### src/rtl/urlpd_pkg.sv
// Shared types, character codes and hex helpers for the percent decoder.
`default_nettype none
package urlpd_pkg;

   localparam logic [7:0] CH_PLUS    = 8'h2B;
   localparam logic [7:0] CH_PERCENT = 8'h25;
   localparam logic [7:0] CH_SPACE   = 8'h20;

   // Maximum number of decoded bytes one input word can release.
   localparam int unsigned MAX_BYTES = 3;

   typedef enum logic [1:0] {
      PHASE_IDLE,
      PHASE_PERCENT,
      PHASE_DIGIT
   } phase_type;

   // One decoded run: the bytes released by a single input word.
   typedef struct packed {
      logic [1:0]                 count;     // 1 to 3 bytes
      logic [MAX_BYTES-1:0][7:0]  bytes;     // bytes[0] goes out first
      logic                       last;      // run closes the string
   } job_type;

   // Queue head as seen by the back end.
   typedef struct packed {
      logic    valid;
      job_type job;
   } head_type;

   function automatic logic hex_valid(input logic [7:0] b);
      logic ok;
      ok = (b >= 8'h30 && b <= 8'h39) || (b >= 8'h61 && b <= 8'h66) ||
           (b >= 8'h41 && b <= 8'h46);
      return ok;
   endfunction

   function automatic logic [3:0] hex_value(input logic [7:0] b);
      logic [3:0] v;
      if (b >= 8'h30 && b <= 8'h39) begin
         v = b[3:0];
      end else if ((b >= 8'h61 && b <= 8'h66) || (b >= 8'h41 && b <= 8'h46)) begin
         v = 4'(b[2:0] + 3'd1) + 4'd8;
      end else begin
         v = 4'd0;
      end
      return v;
   endfunction

endpackage
`default_nettype wire

### src/rtl/urlpd_channels_if.sv
// Valid/ready channel interfaces for encoded input words and decoded output words.
`default_nettype none
interface urlpd_req_if;
   logic       valid;
   logic       ready;
   logic [7:0] in_byte;
   logic       in_last;

   modport source (output valid, output in_byte, output in_last, input ready);
   modport sink   (input valid, input in_byte, input in_last, output ready);
endinterface

interface urlpd_rsp_if;
   logic       valid;
   logic       ready;
   logic [7:0] out_byte;
   logic       run_end;
   logic       string_end;

   modport source (output valid, output out_byte, output run_end, output string_end,
                   input ready);
   modport sink   (input valid, input out_byte, input run_end, input string_end,
                   output ready);
endinterface
`default_nettype wire

### src/rtl/urlpd_front.sv
// Front end: accept input words, track the escape state and build decoded runs.
`default_nettype none
module urlpd_front (
   input  wire logic             clock,
   input  wire logic             reset,
   urlpd_req_if.sink             req_ch,
   input  wire logic             queue_full,
   output      logic             push,
   output      urlpd_pkg::job_type push_job
);

   urlpd_pkg::phase_type phase_ff, phase_in;
   logic [7:0]           held_ff, held_in;

   logic       accept;
   logic       is_hex;
   logic [3:0] nibble;
   logic [1:0] prefix_cnt;
   logic       plain_emit;
   logic [7:0] plain_byte;
   logic       plain_run;
   logic       plain_pending;

   assign req_ch.ready = !queue_full;
   assign accept       = req_ch.valid && !queue_full;
   assign is_hex       = urlpd_pkg::hex_valid(req_ch.in_byte);
   assign nibble       = urlpd_pkg::hex_value(req_ch.in_byte);

   always_ff @(posedge clock) begin
      if (reset) begin
         phase_ff <= urlpd_pkg::PHASE_IDLE;
         held_ff  <= 8'h00;
      end else if (accept) begin
         phase_ff <= phase_in;
         held_ff  <= held_in;
      end
   end

   // Ordinary-text handling of the incoming word.
   always_comb begin
      plain_emit    = 1'b1;
      plain_byte    = req_ch.in_byte;
      plain_pending = 1'b0;
      if (req_ch.in_byte == urlpd_pkg::CH_PLUS) begin
         plain_byte = urlpd_pkg::CH_SPACE;
      end else if (req_ch.in_byte == urlpd_pkg::CH_PERCENT && !req_ch.in_last) begin
         plain_emit    = 1'b0;
         plain_pending = 1'b1;
      end
   end

   always_comb begin
      phase_in       = urlpd_pkg::PHASE_IDLE;
      held_in        = held_ff;
      prefix_cnt     = 2'd0;
      plain_run      = 1'b1;
      push_job.bytes = '0;
      push_job.count = 2'd0;
      push_job.last  = req_ch.in_last;

      unique case (phase_ff)
         urlpd_pkg::PHASE_PERCENT: begin
            if (is_hex) begin
               plain_run = 1'b0;
               if (req_ch.in_last) begin
                  push_job.bytes[0] = urlpd_pkg::CH_PERCENT;
                  push_job.bytes[1] = req_ch.in_byte;
                  push_job.count    = 2'd2;
               end else begin
                  held_in  = req_ch.in_byte;
                  phase_in = urlpd_pkg::PHASE_DIGIT;
               end
            end else begin
               push_job.bytes[0] = urlpd_pkg::CH_PERCENT;
               prefix_cnt        = 2'd1;
            end
         end
         urlpd_pkg::PHASE_DIGIT: begin
            if (is_hex) begin
               plain_run         = 1'b0;
               push_job.bytes[0] = {urlpd_pkg::hex_value(held_ff), nibble};
               push_job.count    = 2'd1;
            end else begin
               push_job.bytes[0] = urlpd_pkg::CH_PERCENT;
               push_job.bytes[1] = held_ff;
               prefix_cnt        = 2'd2;
            end
         end
         default: begin
            prefix_cnt = 2'd0;
         end
      endcase

      if (plain_run) begin
         if (plain_emit) begin
            push_job.bytes[prefix_cnt] = plain_byte;
         end
         push_job.count = prefix_cnt + 2'(plain_emit);
         if (plain_pending) begin
            phase_in = urlpd_pkg::PHASE_PERCENT;
         end
      end

      // End of string flushes everything pending.
      if (req_ch.in_last) begin
         phase_in = urlpd_pkg::PHASE_IDLE;
      end
   end

   assign push = accept && (push_job.count != 2'd0);

endmodule
`default_nettype wire

### src/rtl/urlpd_queue.sv
// Short FIFO of decoded runs between the front end and the back end.
`default_nettype none
module urlpd_queue #(
   parameter int unsigned DEPTH = 2
) (
   input  wire logic               clock,
   input  wire logic               reset,
   input  wire logic               push,
   input  wire urlpd_pkg::job_type push_job,
   output      logic               full,
   input  wire logic               pop,
   output      urlpd_pkg::head_type head
);

   localparam int unsigned PTR_W = (DEPTH > 1) ? $clog2(DEPTH) : 1;
   localparam int unsigned CNT_W = $clog2(DEPTH + 1);

   urlpd_pkg::job_type entries_ff [DEPTH];
   logic [PTR_W-1:0]   wr_ptr_ff, wr_ptr_in;
   logic [PTR_W-1:0]   rd_ptr_ff, rd_ptr_in;
   logic [CNT_W-1:0]   count_ff, count_in;

   assign full       = (count_ff == CNT_W'(DEPTH));
   assign head.valid = (count_ff != '0);
   assign head.job   = entries_ff[rd_ptr_ff];

   always_comb begin
      wr_ptr_in = wr_ptr_ff;
      rd_ptr_in = rd_ptr_ff;
      count_in  = count_ff;
      if (push) begin
         wr_ptr_in = (wr_ptr_ff == PTR_W'(DEPTH - 1)) ? '0 : wr_ptr_ff + 1'b1;
      end
      if (pop) begin
         rd_ptr_in = (rd_ptr_ff == PTR_W'(DEPTH - 1)) ? '0 : rd_ptr_ff + 1'b1;
      end
      if (push && !pop) begin
         count_in = count_ff + 1'b1;
      end else if (pop && !push) begin
         count_in = count_ff - 1'b1;
      end
   end

   always_ff @(posedge clock) begin
      if (reset) begin
         wr_ptr_ff <= '0;
         rd_ptr_ff <= '0;
         count_ff  <= '0;
      end else begin
         wr_ptr_ff <= wr_ptr_in;
         rd_ptr_ff <= rd_ptr_in;
         count_ff  <= count_in;
      end
   end

   always_ff @(posedge clock) begin
      if (push) begin
         entries_ff[wr_ptr_ff] <= push_job;
      end
   end

endmodule
`default_nettype wire

### src/rtl/urlpd_back.sv
// Back end: walk each queued run and drive one decoded word per cycle while the receiver is ready.
`default_nettype none
module urlpd_back (
   input  wire logic                clock,
   input  wire logic                reset,
   input  wire urlpd_pkg::head_type head,
   output      logic                pop,
   urlpd_rsp_if.source              rsp_ch
);

   logic       valid_ff, valid_in;
   logic [7:0] byte_ff;
   logic       run_end_ff;
   logic       string_end_ff;
   logic [1:0] idx_ff, idx_in;
   logic       load;
   logic       final_byte;

   assign load       = head.valid && (!valid_ff || rsp_ch.ready);
   assign final_byte = (idx_ff == head.job.count - 2'd1);
   assign pop        = load && final_byte;

   always_comb begin
      valid_in = valid_ff;
      idx_in   = idx_ff;
      if (load) begin
         valid_in = 1'b1;
         idx_in   = final_byte ? 2'd0 : idx_ff + 2'd1;
      end else if (rsp_ch.ready) begin
         valid_in = 1'b0;
      end
   end

   always_ff @(posedge clock) begin
      if (reset) begin
         valid_ff <= 1'b0;
         idx_ff   <= 2'd0;
      end else begin
         valid_ff <= valid_in;
         idx_ff   <= idx_in;
      end
   end

   always_ff @(posedge clock) begin
      if (load) begin
         byte_ff       <= head.job.bytes[idx_ff];
         run_end_ff    <= final_byte;
         string_end_ff <= final_byte && head.job.last;
      end
   end

   assign rsp_ch.valid      = valid_ff;
   assign rsp_ch.out_byte   = byte_ff;
   assign rsp_ch.run_end    = run_end_ff;
   assign rsp_ch.string_end = string_end_ff;

endmodule
`default_nettype wire

### src/rtl/url_percent_decoder_core.sv
// Top level of the streaming percent decoder.
//
//   channel   dir  payload                        accepted when
//   req_ch    in   in_byte[7:0], in_last          req_ch.valid && req_ch.ready
//   rsp_ch    out  out_byte[7:0], run_end,        rsp_ch.valid && rsp_ch.ready
//                  string_end
//
// Throughput: one input word a cycle while each word releases at most one decoded word and
//   the receiver is ready; a word releasing two or three decoded words keeps the single output
//   register busy with each of them in turn, since it drains one word a cycle while ready.
// Path: a run enters the run queue at the edge that accepts its input word; its first
//   decoded word turns valid when the output register loads it from the queue head,
//   which waits while the register holds a word the receiver has not taken.
// Reset clears the escape state, empties the run queue and clears the output valid flag.
// Stalls: input ready drops only when the run queue is full; the output side stalls
//   independently through the queue.
`default_nettype none
module url_percent_decoder_core #(
   parameter int unsigned QUEUE_DEPTH = 2   // runs buffered between front and back, >= 2
) (
   input  wire logic    clock,
   input  wire logic    reset,
   urlpd_req_if.sink    req_ch,
   urlpd_rsp_if.source  rsp_ch
);

   logic                 push;
   logic                 pop;
   logic                 queue_full;
   urlpd_pkg::job_type   push_job;
   urlpd_pkg::head_type  head;

   // Classify each word against the pending escape and form its decoded run.
   urlpd_front u_front (
      .clock      (clock),
      .reset      (reset),
      .req_ch     (req_ch),
      .queue_full (queue_full),
      .push       (push),
      .push_job   (push_job)
   );

   // Hold finished runs so the front keeps taking words while output stalls, until the queue is full.
   urlpd_queue #(
      .DEPTH (QUEUE_DEPTH)
   ) u_queue (
      .clock    (clock),
      .reset    (reset),
      .push     (push),
      .push_job (push_job),
      .full     (queue_full),
      .pop      (pop),
      .head     (head)
   );

   // Drain each run one decoded word at a time, flagging run and string ends.
   urlpd_back u_back (
      .clock  (clock),
      .reset  (reset),
      .head   (head),
      .pop    (pop),
      .rsp_ch (rsp_ch)
   );

endmodule
`default_nettype wire

### src/flat_wrapper.sv
// flat-port wrapper written by rule: the top's interface ports become plain ports
module url_percent_decoder_core_flat 
#(
   parameter int unsigned QUEUE_DEPTH = 2                                                
)
  (clock, reset, req_ch_valid, req_ch_in_byte, req_ch_in_last, req_ch_ready, rsp_ch_valid, rsp_ch_out_byte, rsp_ch_run_end, rsp_ch_string_end, rsp_ch_ready);
  urlpd_req_if req_ch_i ();
  urlpd_rsp_if rsp_ch_i ();
  input  wire logic clock;
  input  wire logic reset;
  input wire logic [$bits(req_ch_i.valid)-1:0] req_ch_valid;
  input wire logic [$bits(req_ch_i.in_byte)-1:0] req_ch_in_byte;
  input wire logic [$bits(req_ch_i.in_last)-1:0] req_ch_in_last;
  output wire logic [$bits(req_ch_i.ready)-1:0] req_ch_ready;
  output wire logic [$bits(rsp_ch_i.valid)-1:0] rsp_ch_valid;
  output wire logic [$bits(rsp_ch_i.out_byte)-1:0] rsp_ch_out_byte;
  output wire logic [$bits(rsp_ch_i.run_end)-1:0] rsp_ch_run_end;
  output wire logic [$bits(rsp_ch_i.string_end)-1:0] rsp_ch_string_end;
  input wire logic [$bits(rsp_ch_i.ready)-1:0] rsp_ch_ready;
  assign req_ch_i.valid = req_ch_valid;
  assign req_ch_i.in_byte = req_ch_in_byte;
  assign req_ch_i.in_last = req_ch_in_last;
  assign req_ch_ready = req_ch_i.ready;
  assign rsp_ch_valid = rsp_ch_i.valid;
  assign rsp_ch_out_byte = rsp_ch_i.out_byte;
  assign rsp_ch_run_end = rsp_ch_i.run_end;
  assign rsp_ch_string_end = rsp_ch_i.string_end;
  assign rsp_ch_i.ready = rsp_ch_ready;
  url_percent_decoder_core #(.QUEUE_DEPTH(QUEUE_DEPTH)) u_core (.clock(clock), .reset(reset), .req_ch(req_ch_i), .rsp_ch(rsp_ch_i));
endmodule
### config.mk
export PLATFORM = sky130hd
export DESIGN_NAME = url_percent_decoder_core_flat
export DESIGN_NICKNAME = d
export VERILOG_FILES = /design/src/rtl/urlpd_pkg.sv /design/src/rtl/urlpd_channels_if.sv /design/src/rtl/urlpd_front.sv /design/src/rtl/urlpd_queue.sv /design/src/rtl/urlpd_back.sv /design/src/rtl/url_percent_decoder_core.sv /design/src/flat_wrapper.sv
export SDC_FILE = /design/constraint.sdc
export NUM_CORES = 1
export LEC_CHECK = 0
export ABC_CLOCK_PERIOD_IN_PS = 6910
export BUFFER_PORTS_ARGS = -buffer_cell sky130_fd_sc_hd__clkbuf_2
export CORE_MARGIN = 2
export CORE_UTILIZATION = 62
export CTS_BUF_LIST = sky130_fd_sc_hd__clkbuf_16
export DETAILED_ROUTE_END_ITERATION = 6
export GPL_TIMING_DRIVEN = 0
export HOLD_SLACK_MARGIN = 0.08
export PLACE_DENSITY = 0.84
export SYNTH_ARGS = -nofsm -noshare
export SYNTH_HDL_FRONTEND = slang
export SYNTH_SLANG_ARGS = --single-unit
### constraint.sdc
create_clock -name clock -period 6.91 [get_ports clock]
set_clock_uncertainty 0.2 [all_clocks]
set_input_delay 0 -clock clock [delete_from_list [all_inputs] [get_ports clock]]
set_output_delay 0 -clock clock [all_outputs]
set_load 0.01 [all_outputs]
==> out/qor.yml <==
outcome: "completed"
grt_pass1_wl_mm: 13.4
post_cts_resized: 0
port_buffers: 21
antenna_left: 0
n_fill_cell: 433
clock-sinks: 82
fin_util_pct: 73.2
ys_ff_latch: 82
clk_pin_slew_ns: 0.06
drive_above_1_share_pct: 18.1
maxCapViolations: 0
synth.area.top_cells: "edfxtp_1, dfxtp_1, mux2i_1"
htree_levels: 3
area_growth_syn_to_layout_pct: 16.0
grt_usage_pct: 24.7
viasPerCell: 6.16
rows: 29
final.setup.tns_ns: 0
rsz0062_at_grt: "no"
finalWirelength_mm: 8.14
syn_area_sq_um: 3960
worstPathRequired_ns: 6.65
path_max_fanout: 27
holdCritPathClass: "reg -> reg"
grt_overflow: 0
cts_buffers: 9
antenna_found_initial: 0
gp_congestion: 0.896
pin_count: 25
drv_slew: 0
synth-edff-count: 64
async_flop_share_pct: 0
min_path_cells: 2
r2r_start: "u_core.u_front.phase_ff[0]$_SDFFE_PP0P_"
yosysTopAreaCellShare_pct: 48.5
drt-initial-drc-count: 181
yosysTopAreaCell: "edfxtp_1"
reg2reg_setup_slack_ns: 3.28
reg2regPathDepth: 10
drc: 0
worstMarginPinSlew_ns: 1.22
via_count: 2657
startpoint_type: "input pin"
avgRoutedWirePerCell_microns: 18.9
r2r_end: "u_core.u_queue.entries_ff[1][10]$_DFFE_PP_"
diodes: 0
syn-instance-count: 301
max_freq_mhz: 232
synth.distinct_cells: 54
timing.critical_path.arrival_ns: 4.06
p_per_area_nw_per_um2: 305
slew-limit-headroom_pct: 16.4
peakVddDrop_mv: 0.226
nNetsFinal: 373
fin_crit_sh_pct: 62.5
period_needed_ns: 4.32
ys_warn_count: 0
synth_ff_type: "edfxtp_1"
cts.root.buffer_cell: "clkbuf_16"
dieArea_sq_um: 7050
initial_utilization_pct: 63.1
cts_buffer_depth: 2
p_leak_nw: 1.64
cts_tree: "done"
grt_max_degree: 28
cp-endpoint: "u_core.u_queue.entries_ff[1][10]$_DFFE_PP_"
grt_pass1_vias: 2593
core_sq_um: 6280
dpl.hpwl_mm: 5.60
hold_viol_final: 0
die_x_microns: 84.0
startpoint: "req_ch_in_byte[1]"
endpoint_kind: "flop"
first_pass_iters: 5
synth_area_per_cell_sq_um: 13.2
clk_latency_ns: 0.33
syn_nets: 325
die_h_microns: 84.0
critPathKind: "in -> reg"
ys_seq_area_share_pct: 57.6
setup_viol: 0
## cell type report
cell class	instances	area, sq um	area share [%]
repair buffers	37	270	5.88
plain buffers	12	91.3	1.99
flip-flops and latches	82	2280	49.6
multi-input cells	190	1530	33.3
well taps	77	96.3	2.10
inverters	17	63.8	1.39
clock inverters	7	38.8	0.844
clock buffers	9	225	4.90
## cell usage after synthesis, drive strengths merged, types with 3 or more instances
cell type,instances
o22ai,9
o21ai,6
nor3,8
and2,5
clkbuf,5
buf,6
dfxtp,18
and3,4
nand2,10
a21o,3
o21bai,3
a22o,9
mux4,8
xnor2,4
nor2b,7
mux2,3
edfxtp,64
ha,11
nor3b,6
o21a,3
o2bb2ai,3
or4b,3
inv,17
nor4,3
a21oi,9
nor2,25
mux2i,19
xor2,4
## kinds of logic (layout without fill, tap and decap cells)
family / after synthesis / after routing / synth area share [%]
multiplexers: 30 / 30 / 10.2
buffers and inverters: 29 / 82 / 3.91
adder cells (fa/ha/maj): 11 / 11 / 3.47
AND/OR/NAND/NOR: 80 / 80 / 11.0
flip-flops: 82 / 82 / 57.6
AO/OA/AOI/OAI: 61 / 61 / 12.1
XOR/XNOR: 8 / 8 / 1.77
## registers in the layout, indices dropped and copies added, names as in the netlist, named ones only
register	flops
u_core.u_front.held_ff	8
u_core.u_back.rsp_ch.out_byte	8
u_core.u_front.phase_ff	2
u_core.u_queue.rd_ptr_ff	1
u_core.u_back.rsp_ch.run_end	1
u_core.u_queue.wr_ptr_ff	1
u_core.u_back.rsp_ch.valid	1
u_core.u_queue.entries_ff	54
u_core.u_back.idx_ff	2
u_core.u_back.rsp_ch.string_end	1
u_core.u_queue.count_ff	2
## how the worst min path moves through the flow
stage                                                      from                                         to  slack (ns)
after global placement                        req_ch_in_byte[3]     u_core.u_front.held_ff[3]$_SDFFE_PP0P_        0.09
after detailed placement                      req_ch_in_byte[3]     u_core.u_front.held_ff[3]$_SDFFE_PP0P_        0.11
after CTS                 u_core.u_queue.rd_ptr_ff$_SDFFE_PP0P_      u_core.u_queue.rd_ptr_ff$_SDFFE_PP0P_        0.31
after floorplan                                  req_ch_in_last  u_core.u_queue.entries_ff[0][0]$_DFFE_PP_       -0.10
after global routing      u_core.u_queue.rd_ptr_ff$_SDFFE_PP0P_      u_core.u_queue.rd_ptr_ff$_SDFFE_PP0P_        0.35
final                     u_core.u_queue.rd_ptr_ff$_SDFFE_PP0P_      u_core.u_queue.rd_ptr_ff$_SDFFE_PP0P_        0.31
## placed cells by master (no fill, tap or decap), types with 8 or more instances in the layout
cell and n:
clkbuf_16 9, dfxtp_1 18, mux2i_1 19, dlygate4sd3_1 15
a22o_1 8, a21oi_1 9, inv_1 19, nor3_1 8
edfxtp_1 64, nand2_1 10, mux4_2 8, o22ai_1 9
nor2_1 25, clkbuf_2 21, ha_1 11
## per-layer routing
metal / wire length (microns) / GRT usage [%] / up-vias
li1: - / - / 1246
met1: 3610 / 33.7 / 1300
met2: 3960 / 39.7 / 94
met3: 424 / 4.75 / 17
met4: 153 / 9.38 / 0
met5: 0 / 0 / -
## report_power, final
| group | internal [W] | switching (W) | total, W | leakage, nW |
|---|---|---|---|---|
| clock network | 0.000239 | 0.000178 | 0.000417 | 0.139 |
| logic | 0.000132 | 0.000174 | 0.000306 | 0.749 |
| registers | 0.000644 | 0.0000333 | 0.000677 | 0.751 |
## worst max-delay path: stages
cell,delay [ns]
dlygate4sd3_1,0.53
clkbuf_2,0.17
inv_1,0.12
ha_1,0.20
or4bb_2,0.64
nor2_1,0.37
inv_1,0.09
ha_1,0.25
xnor2_1,0.21
nor2_1,0.08
a211oi_2,0.35
and2_1,1.00
## metrics by stage
step	total power [W]	hold slack, ns	area [sq um]	cells	worst slack [ns]
3_5_place_dp	0.000985	0.110	4180	400	2.87
4_1_cts	0.00141	0.315	4600	431	2.65
6_report	0.00140	0.314	4600	431	2.59
5_1_grt	0.00147	0.347	4600	431	2.37
2_1_floorplan	0.000888	-0.101	3960	301	3.04
3_3_place_gp	0.000964	0.0945	4170	399	2.04
## repair_timing
| item | in CTS | in global routing |
|---|---|---|
| hold endpoints to repair | 66 | 0 |
| setup buffers | 0 | 0 |
| hold buffers | 15 | 0 |
No activity file was read; power rests on OpenSTA's default activity.
